### src/sv/mtg_pkg.sv
// mtg_pkg: shared types, constants and the tempering function of the
// mersenne twister generator; no dependencies
`timescale 1ns / 1ps

package mtg_pkg;

    localparam int STATE_WORDS  = 624;
    localparam int TWIST_OFFSET = 397;
    localparam int QUEUE_DEPTH  = 2;
    localparam int WORD_W       = 32;
    localparam int INDEX_W      = 10;

    localparam logic [INDEX_W-1:0] INDEX_FULL     = INDEX_W'(STATE_WORDS);
    localparam logic [INDEX_W-1:0] INDEX_UNSEEDED = INDEX_W'(STATE_WORDS + 1);
    localparam logic [INDEX_W-1:0] INDEX_LAST     = INDEX_W'(STATE_WORDS - 1);

    localparam logic [WORD_W-1:0] DEFAULT_SEED  = 32'd5489;
    localparam logic [WORD_W-1:0] INIT_MULT     = 32'd1812433253;
    localparam logic [WORD_W-1:0] TWIST_MATRIX  = 32'h9908_b0df;
    localparam logic [WORD_W-1:0] TEMPER_MASK_B = 32'h9d2c_5680;
    localparam logic [WORD_W-1:0] TEMPER_MASK_C = 32'hefc6_0000;

    typedef enum logic {
        CMD_DRAW,
        CMD_RESEED_DRAW
    } t_cmd_kind;

    typedef struct packed {
        t_cmd_kind kind;
    } t_cmd;

    typedef struct packed {
        logic empty;
        logic full;
    } t_q_status;

    typedef enum logic [3:0] {
        ST_IDLE,
        ST_SEED0,
        ST_FILL_MUL,
        ST_FILL_WR,
        ST_TW_START,
        ST_TW_CUR,
        ST_TW_RD_NEXT,
        ST_TW_RD_FAR,
        ST_TW_WRITE,
        ST_DRAW_RD,
        ST_DRAW_WAIT,
        ST_OUT
    } t_state;

    function automatic logic [WORD_W-1:0] temper(input logic [WORD_W-1:0] w);
        logic [WORD_W-1:0] y;
        y = w;
        y = y ^ (y >> 11);
        y = y ^ ((y << 7) & TEMPER_MASK_B);
        y = y ^ ((y << 15) & TEMPER_MASK_C);
        y = y ^ (y >> 18);
        return y;
    endfunction

endpackage

### src/sv/mtg_queue.sv
// mtg_queue: short command fifo between intake and generator engine
// depends on mtg_pkg
`timescale 1ns / 1ps

module mtg_queue
    import mtg_pkg::*;
#(
    parameter int DEPTH = QUEUE_DEPTH
) (
    input  logic      i_clk,
    input  logic      i_rst_n,
    input  logic      i_push,
    input  t_cmd      i_cmd,
    input  logic      i_pop,
    output t_cmd      o_cmd,
    output t_q_status o_status
);

    localparam int PTR_W = (DEPTH > 1) ? $clog2(DEPTH) : 1;
    localparam int CNT_W = $clog2(DEPTH + 1);
    localparam logic [PTR_W-1:0] PTR_LAST = PTR_W'(DEPTH - 1);
    localparam logic [CNT_W-1:0] CNT_FULL = CNT_W'(DEPTH);

    t_cmd             r_slots [DEPTH];
    logic [PTR_W-1:0] r_wptr;
    logic [PTR_W-1:0] r_rptr;
    logic [CNT_W-1:0] r_count;
    logic [PTR_W-1:0] n_wptr;
    logic [PTR_W-1:0] n_rptr;
    logic [CNT_W-1:0] n_count;
    logic             do_push;
    logic             do_pop;

    assign o_status.empty = (r_count == '0);
    assign o_status.full  = (r_count == CNT_FULL);
    assign do_push        = i_push & ~o_status.full;
    assign do_pop         = i_pop & ~o_status.empty;
    assign o_cmd          = r_slots[r_rptr];

    always_comb begin
        n_wptr  = r_wptr;
        n_rptr  = r_rptr;
        n_count = r_count;
        if (do_push) begin
            n_wptr = (r_wptr == PTR_LAST) ? '0 : r_wptr + 1'b1;
        end
        if (do_pop) begin
            n_rptr = (r_rptr == PTR_LAST) ? '0 : r_rptr + 1'b1;
        end
        if (do_push && !do_pop) begin
            n_count = r_count + 1'b1;
        end else if (do_pop && !do_push) begin
            n_count = r_count - 1'b1;
        end
    end

    always_ff @(posedge i_clk) begin
        if (!i_rst_n) begin
            r_wptr  <= '0;
            r_rptr  <= '0;
            r_count <= '0;
        end else begin
            r_wptr  <= n_wptr;
            r_rptr  <= n_rptr;
            r_count <= n_count;
        end
    end

    always_ff @(posedge i_clk) begin
        if (do_push) begin
            r_slots[r_wptr] <= i_cmd;
        end
    end

endmodule

### config.mk
export PLATFORM = sky130hd
export DESIGN_NAME = mtg_queue
export DESIGN_NICKNAME = d
export VERILOG_FILES = /design/src/sv/mtg_pkg.sv /design/src/sv/mtg_queue.sv
export SDC_FILE = /design/constraint.sdc
export NUM_CORES = 1
export LEC_CHECK = 0
export BUFFER_PORTS_ARGS = -buffer_cell sky130_fd_sc_hd__buf_4
export CORE_AREA = 2 2 39 41
export DETAILED_ROUTE_END_ITERATION = 8
export DIE_AREA = 0 0 41 43
export PLACE_DENSITY = 0.49
export SLEW_MARGIN = 25
export SYNTH_ARGS = -nofsm -noshare
export SYNTH_HDL_FRONTEND = slang
export SYNTH_SLANG_ARGS = --single-unit
export TNS_END_PERCENT = 10
### constraint.sdc
create_clock -name i_clk -period 3.1 [get_ports i_clk]
set_input_delay 0.62 -clock i_clk [delete_from_list [all_inputs] [get_ports i_clk]]
set_output_delay 0.62 -clock i_clk [all_outputs]
set_load 0.05 [all_outputs]
==> results of run 1 <==
-- power groups by stage --
stage | combinational [mW] | clock, mW | sequential (mW)
2_1_floorplan | 0.157 | 0 | 0.140
3_3_place_gp | 0.199 | 0 | 0.144
3_5_place_dp | 0.203 | 0 | 0.145
4_1_cts | 0.205 | 0.0874 | 0.143
5_1_grt | 0.222 | 0.0918 | 0.146
6_report | 0.201 | 0.0829 | 0.143
-- cells by family after synthesis --
kind of cell,Yosys count
fa+ha+maj,1
compound gates,5
buf+inv,2
flops,7
mux,1
xor+xnor,3
simple gates,9
-- cell usage after synthesis (all sizes together) --
cell / n / area [sq um]
nor2: 2 / 7.51
a21boi: 2 / 15.0
edfxtp: 2 / 60.1
ha: 1 / 12.5
o21ai: 2 / 10.0
mux2: 1 / 11.3
o21a: 1 / 7.51
nor3: 1 / 10.0
and3: 1 / 6.26
xnor2: 2 / 17.5
inv: 2 / 7.50
nand2b: 1 / 6.26
and2: 3 / 18.8
or3: 1 / 6.26
xor2: 1 / 8.76
dfxtp: 5 / 100
-- layout make-up --
cell class | instances | area share (%)
flip-flops and latches | 7 | 39.6
inverters | 2 | 1.86
multi-input cells | 19 | 34.1
clock buffers | 4 | 6.50
well taps | 16 | 4.95
repair buffers | 7 | 13.0
-- routing by layer --
layer | up-vias | GRT usage, % | share of wire, %
li1 | 117 | - | -
met1 | 106 | 8.79 | 42
met2 | 6 | 10.6 | 48
met3 | 2 | 3.66 | 7.8
met4 | 0 | 6.00 | 1.6
met5 | - | 0 | 0
-- worst reg2reg max path: stages (launching register included) --
cell and delay (ps):
sky130_fd_sc_hd__dfxtp_1 410, sky130_fd_sc_hd__nand2b_1 190, sky130_fd_sc_hd__inv_2 60, sky130_fd_sc_hd__nor2_1 90, sky130_fd_sc_hd__ha_1 260, sky130_fd_sc_hd__or3_1 360
sky130_fd_sc_hd__a21boi_1 140
-- final timing paths --
| kind | startpoint | endpoint | slack (ps) | cells after the start |
|---|---|---|---|---|
| max reg2reg | r_count[0]$_SDFFE_PN0P_ | r_count[1]$_SDFFE_PN0P_ | 1530 | 6 |
| max | r_count[0]$_SDFFE_PN0P_ | o_status[0] | 1390 | 3 |
| min reg2reg | r_count[1]$_SDFFE_PN0P_ | r_count[1]$_SDFFE_PN0P_ | 530 | 2 |
| min | r_count[1]$_SDFFE_PN0P_ | r_count[1]$_SDFFE_PN0P_ | 530 | 2 |
-- stage by stage --
stage / setup slack [ps] / utilization, % / std cells / power, mW
6_report: 1390 / 29.2 / 55 / 0.427
5_1_grt: 1310 / 29.2 / 55 / 0.460
4_1_cts: 1380 / 29.2 / 55 / 0.435
3_5_place_dp: 1350 / 27.3 / 51 / 0.348
3_3_place_gp: 1380 / 27.3 / 51 / 0.342
2_1_floorplan: 1450 / - / 28 / 0.298
==> PnR_summary.wiki, run 1 <==
{| class="wikitable"
! Metric !! Value
|-
| Outcome || finished clean
|-
| Fin nets || 46
|-
| Crit-path leading delay family || flip-flops
|-
| Total track usage || under 10%
|-
| Leading cell types in the layout, fill and taps excluded || sky130_fd_sc_hd__buf_4, sky130_fd_sc_hd__dfxtp_1, sky130_fd_sc_hd__and2_1, sky130_fd_sc_hd__clkbuf_4
|-
| Average detailed-routed wire length per instance || 9.35 um
|-
| TritonCTS sink count || 7
|-
| Total iterations of the first detailed-routing run || 1
|-
| Final slew viol count || 0
|-
| DP Area || ~380 sq um
|-
| Total Die Area || roughly 1800 sq um
|-
| Int Pwr || 0.253 mW
|-
| Remaining design rule violation count || 0
|-
| Total vias in the final route || 231
|-
| Tightest slew margin relative to the limit || 85.3%
|-
| Maximum resistive drop on vdd || 0.502 mV
|-
| Required arrival time at the worst endpoint || 2480 ps
|-
| Max frequency || 585 MHz
|-
| Post-Synthesis Net Count || 34
|-
| Leakage power || 0.173 nW
|-
| Total Negative Setup Slacks || 0 ps
|-
| Synthesis warning total || 0
|-
| Number of design-rule violations left by the first detailed-router iteration || 0
|-
| Clock tree root driver cell || sky130_fd_sc_hd__clkbuf_4
|-
| Sequential cell area fraction in the yosys report || 52.5%
|-
| Distinct cell type count after synthesis || 19
|-
| Hold WS || around 530 ps
|-
| Post-CTS Setup Repair Bufs || 0
|-
| Synthesized area || 305 sq um
|-
| Maximum Capacitance Violations || 0
|-
| Cts bufs inserted || 3
|-
| Vert. Die Dim || ~43 um
|-
| TritonCTS clock tree || yes
|-
| Clock group share of total power || 19.4%
|-
| Multi-input combinational cell area || 138 sq um
|-
| Post-layout minimum cycle time || ~1700 ps
|-
| Maximum fanout count along the critical path || 5
|-
| Number of buffer cells added on primary ports || 7
|-
| Area of all sequential standard cells || ~160 sq um
|-
| Post-synthesis simple-gate area fraction || 18.0%
|-
| Layout cell share with drive strength beyond 1 || approximately 33%
|-
| Largest net degree at the start of global routing || 6
|-
| Arrival time at the worst endpoint || 1090 ps
|-
| RSZ-0062 raised after global routing || no
|-
| Portion of the clock cycle consumed by the worst path in the final layout || 55.2%
|-
| Fraction of power consumed by combinational cells || 47.1%
|-
| Wire length of the first global-routing pass || about 900 um
|-
| Summed area of non-filler cells in the final layout || 404 sq um
|-
| Area share of fa/ha/maj cells after synthesis || 4.10%
|-
| Register share of total power || approximately 34%
|-
| Instance count of the mapped netlist || 28
|-
| Psw || between 0.15 and 0.2 mW
|-
| Slowest Stage Delay on Critical Path || roughly 410 ps
|-
| Fraction of synthesized area in multiplexers || 3.69%
|-
| Hold Crit Class || register to register
|-
| Number of global-route vias before repair || 228
|-
| Antenna-violating nets left || 0
|-
| Count of buffer and inverter cells on the critical path || 2
|-
| Critical path capture point type || output port
|-
| Clock slew at the register clock pins of the worst setup and hold paths || 50 ps
|-
| Number of hold buffers added after CTS || 0
|-
| Compound-cell area share of the yosys netlist || 10.7%
|-
| Startpoint type of the worst setup path || register
|-
| Pin slew with the least headroom to its limit || 219 ps
|-
| Starting density of the core || 22.1%
|-
| Most common cell after layout, fill and taps aside || sky130_fd_sc_hd__buf_4
|-
| Area added between synthesis and finish || 32.4%
|-
| Largest family of logic cells by synthesized area || simple AND/OR/NAND/NOR gates
|-
| Series of cell instances along the critical path || nand2b_1, inv_2, buf_4
|-
| Congestion Overflow GR || 0
|-
| Total of fill cells in the finished design || approximately 150
|-
| Core footprint || between 1000 and 1500 sq um
|-
| Setup Viol. Count Final || 0
|-
| P per Cell Area || approximately 1100 nW/um^2
|-
| Final wirelength || 514 um
|-
| Longest Clk Path Bufs || 2
|-
| I/O pin count || 8
|-
| Number of antenna violations at the first check in global routing || 0
|-
| Number of flip-flops and latches in the synthesized netlist || 7
|-
| Site Rows || 14
|-
| DR vias/cell || between 4 and 5
|-
| Post-synthesis share of cell area spent on xor and xnor gates || 8.61%
|-
| Switching Fraction || between 40% and 50%
|-
| Resize count post-CTS || 0
|-
| Placer congestion estimate || 0.647
|-
| Clock insertion delay at the later pin of the skew report || approximately 250 ps
|-
| Die boundary width || 41 um
|-
| Antenna cells || 0
|-
| H-tree depth || 1
|-
| Start-to-end type of the worst setup path || register to output port
|-
| Mean cell area of the mapped netlist || 10.9 sq um
|-
| Slowest-stage cell, CP || sky130_fd_sc_hd__dfxtp_1
|-
| Worst clock skew on the final layout || about 0.37 ps
|-
| Number of hold-slack violations in the final timing report || 0
|}
No activity file was read; power rests on OpenSTA's default activity.
==> run 2: changes to the inputs <==
--- a/config.mk
+++ b/config.mk
@@ -5,11 +5,12 @@
 export SDC_FILE = /design/constraint.sdc
 export NUM_CORES = 1
 export LEC_CHECK = 0
+export ABC_AREA = 1
 export BUFFER_PORTS_ARGS = -buffer_cell sky130_fd_sc_hd__buf_4
 export CORE_AREA = 2 2 39 41
 export DETAILED_ROUTE_END_ITERATION = 8
 export DIE_AREA = 0 0 41 43
-export PLACE_DENSITY = 0.49
+export PLACE_DENSITY = 0.5
 export SLEW_MARGIN = 25
 export SYNTH_ARGS = -nofsm -noshare
 export SYNTH_HDL_FRONTEND = slang
==> constraint.sdc (replaced) <==
create_clock -name i_clk -period 1.72 [get_ports i_clk]
set_input_delay 0.344 -clock i_clk [delete_from_list [all_inputs] [get_ports i_clk]]
set_output_delay 0.344 -clock i_clk [all_outputs]
set_load 0.05 [all_outputs]
==> run 2 against run 1 <==
Die area is the same. First-iteration DRC count grew 4. Cell area grew 4.0%. Global-route usage shrank 0.41 points. Flip-flop and latch count is the same. Non-clock buffer count is the same. Worst setup slack lost 1100 ps. Critical endpoint is now r_count[1]$_SDFFE_PN0P_. Highest routed layer is now met3.
==> PnR_summary.wiki, run 2 <==
{| class="wikitable"
! Metric !! Value
|-
| PnR Total Power || 0.768 mW
|-
| Total Die Area || between 1500 and 2000 sq um
|-
| Most instantiated cells after synthesis || sky130_fd_sc_hd__nor2_1, sky130_fd_sc_hd__inv_1, sky130_fd_sc_hd__nand2_1, sky130_fd_sc_hd__dfxtp_1
|-
| Placed Cells || 64
|-
| Sequential cell area fraction in the yosys report || 50.2%
|-
| Site Rows || 14
|-
| Number of buffer cells added on primary ports || 7
|-
| H-tree depth || 1
|-
| Congestion Overflow GR || 0
|-
| Vert. Die Dim || ~43 um
|-
| Post-CTS Setup Repair Bufs || 0
|-
| Hold Crit Class || input port to register
|-
| Maximum resistive drop on vdd || 0.614 mV
|-
| Slowest Stage Delay on Critical Path || 370 ps
|-
| Number of design-rule violations left by the first detailed-router iteration || 4
|-
| Leakage power || 0.202 nW
|-
| Series of cell instances along the critical path || inv_1, o21ai_2, inv_1, ha_1, inv_1, nand3_1, nand2_1, inv_1, nor2_1
|-
| Portion of the clock cycle consumed by the worst path in the final layout || 81.9%
|-
| Half-perimeter wire length of the detailed placement result || approximately 420 um
|-
| Clock insertion delay at the later pin of the skew report || ~250 ps
|-
| Clock group share of total power || 18.9%
|-
| Final wirelength || 502 um
|-
| Least setup slack across all paths after layout || 312 ps
|-
| Arrival time at the worst endpoint || around 1600 ps
|-
| Max frequency || 710 MHz
|-
| Maximum fanout count along the critical path || 4
|-
| Synth Flop Type || sky130_fd_sc_hd__dfxtp_1
|-
| P per Cell Area || 1830 nW/um^2
|-
| Required arrival time at the worst endpoint || 1910 ps
|-
| Total vias in the final route || around 280
|-
| Int Pwr || between 0.4 and 0.5 mW
|-
| Number of flip-flops and latches in the synthesized netlist || 7
|-
| Synthesized area || 319 sq um
|-
| Register share of total power || roughly 34%
|-
| Total Negative Setup Slacks || 0 ps
|-
| Distinct cell type count after synthesis || 14
|-
| Post-Synthesis Net Count || 47
|-
| Layout cell share with drive strength beyond 1 || 28.8%
|-
| Outcome || finished clean
|-
| Number of hold-slack violations in the final timing report || 0
|-
| Summed area of non-filler cells in the final layout || 420 sq um
|-
| Hold WS || 287 ps
|-
| Number of antenna violations at the first check in global routing || 0
|-
| Final core utilization || 30.4%
|-
| Clock tree root driver cell || sky130_fd_sc_hd__clkbuf_4
|-
| Largest net degree at the start of global routing || 6
|-
| DP Area || 394 sq um
|-
| Core footprint || 1380 sq um
|-
| Psw || between 0.3 and 0.4 mW
|-
| Tightest slew margin relative to the limit || 84.0%
|-
| Dominant cell by count in the synthesized netlist || sky130_fd_sc_hd__nor2_1
|-
| I/O pin count || 8
|-
| Longest Clk Path Bufs || 2
|-
| Total track usage || 7.35%
|-
| Switching Fraction || between 40% and 50%
|-
| Critical path capture point type || register
|-
| Cts bufs inserted || 3
|-
| Worst clock skew on the final layout || 3.12 ps
|-
| Resize count post-CTS || 0
|-
| Start-to-end type of the worst setup path || register to register
|-
| Leading cell types in the layout, fill and taps excluded || sky130_fd_sc_hd__nor2_1, sky130_fd_sc_hd__inv_1, sky130_fd_sc_hd__buf_4
|-
| Antenna cells || 0
|-
| Share of synthesized flip-flops with an asynchronous set or reset || 0%
|-
| Pin slew with the least headroom to its limit || 239 ps
|-
| Yosys top cell area share || a little under a third
|-
| Remaining design rule violation count || 0
|-
| Number of global-route vias before repair || 222
|-
| Die boundary width || 41 um
|-
| Number of hold buffers added after CTS || 0
|-
| TritonCTS sink count || 7
|-
| Setup Viol. Count Final || 0
|-
| Antenna-violating nets left || 0
|-
| Placer congestion estimate || roughly 0.62
|-
| Leading area contributor after synthesis || sky130_fd_sc_hd__dfxtp_1
|-
| Slowest-stage cell, CP || sky130_fd_sc_hd__dfxtp_1
|-
| Final slew viol count || 0
|-
| Post-Place Worst Slack || 314 ps
|-
| Starting density of the core || 23.1%
|-
| Maximum Capacitance Violations || 0
|-
| Startpoint type of the worst setup path || register
|-
| Average detailed-routed wire length per instance || 7.38 um
|-
| Fraction of power consumed by combinational cells || 47.6%
|-
| Post-layout minimum cycle time || 1410 ps
|-
| Total iterations of the first detailed-routing run || 2
|-
| Final std cells w/o fill || between 60 and 70
|-
| Synthesis warning total || 0
|-
| Number of enable flip-flop cells after synthesis || 2
|-
| Clock slew at the register clock pins of the worst setup and hold paths || 50 ps
|-
| Cell mode on critical path || sky130_fd_sc_hd__inv_1
|-
| Most common cell after layout, fill and taps aside || sky130_fd_sc_hd__nor2_1
|-
| Fin nets || approximately 60
|-
| TritonCTS clock tree || yes
|-
| Instance count of the mapped netlist || 41
|-
| Wire length of the first global-routing pass || 828 um
|-
| RSZ-0062 raised after global routing || no
|-
| DR vias/cell || 4.10
|-
| Mean cell area of the mapped netlist || 7.78 sq um
|-
| Largest cells by area after synthesis || sky130_fd_sc_hd__dfxtp_1, sky130_fd_sc_hd__edfxtp_1, sky130_fd_sc_hd__nor2_1, sky130_fd_sc_hd__inv_1, sky130_fd_sc_hd__nand2_1
|-
| Area added between synthesis and finish || 31.8%
|}
run 2: cell count changes in the layout (fill, tap and decap cells not counted), moves of 2 or more:
cell and change:
sky130_fd_sc_hd__xnor2_1 -2, sky130_fd_sc_hd__nand2_1 +6, sky130_fd_sc_hd__inv_1 +7, sky130_fd_sc_hd__nor2_1 +7, sky130_fd_sc_hd__and2_1 -3, sky130_fd_sc_hd__nor2_2 +2
run 2: final timing paths:
path                                               from                       to  slack [ps]  cells after the start
worst min register to register      r_wptr$_SDFFE_PN0P_      r_wptr$_SDFFE_PN0P_         500                      2
worst max register to register  r_count[1]$_SDFFE_PN0P_  r_count[1]$_SDFFE_PN0P_         310                      9
worst max-delay path            r_count[1]$_SDFFE_PN0P_  r_count[1]$_SDFFE_PN0P_         310                      9
worst min-delay path                              i_cmd     r_slots[1]$_DFFE_PP_         290                      1
run 2: power by group through the flow:
stage	clock network, mW	registers [mW]	logic [mW]
6_report	0.145	0.257	0.366
2_1_floorplan	0	0.252	0.288
3_5_place_dp	0	0.260	0.370
4_1_cts	0.154	0.258	0.370
3_3_place_gp	0	0.261	0.368
5_1_grt	0.163	0.265	0.404
run 2: layout make-up:
class                           instances  area [sq um]
Fill cell                             152           963
Clock buffer                            4          26.3
Tap cell                               16          20.0
Timing Repair Buffer                    7          52.6
Inverter                                9          33.8
Multi-Input combinational cell         25           128
Sequential cell                         7           160
run 2: critical path, delay by kind of cell, from the launching register on:
| family | cells | cell delay (ps) |
|---|---|---|
| simple gates | 3 | 210 |
| flops | 1 | 370 |
| compound gates | 1 | 180 |
| buf+inv | 4 | 280 |
| fa+ha+maj | 1 | 320 |
run 2: per-layer routing:
metal,GRT usage (%),wire [um],up-vias
li1,-,-,149
met1,9.09,234,122
met2,8.44,222,8
met3,6.28,46,0
met4,4.00,0,0
met5,0,0,-
run 2: logic make-up (layout without fill, tap and decap cells):
logic type	count (synthesis)	in the layout	synth area share, %
AOI/OAI and AO/OA	4	4	7.45
adders and majority gates	1	1	3.92
buffers and inverters	9	20	10.6
DFF	7	7	50.2
muxes	1	1	3.53
and+or+nand+nor	19	19	24.3
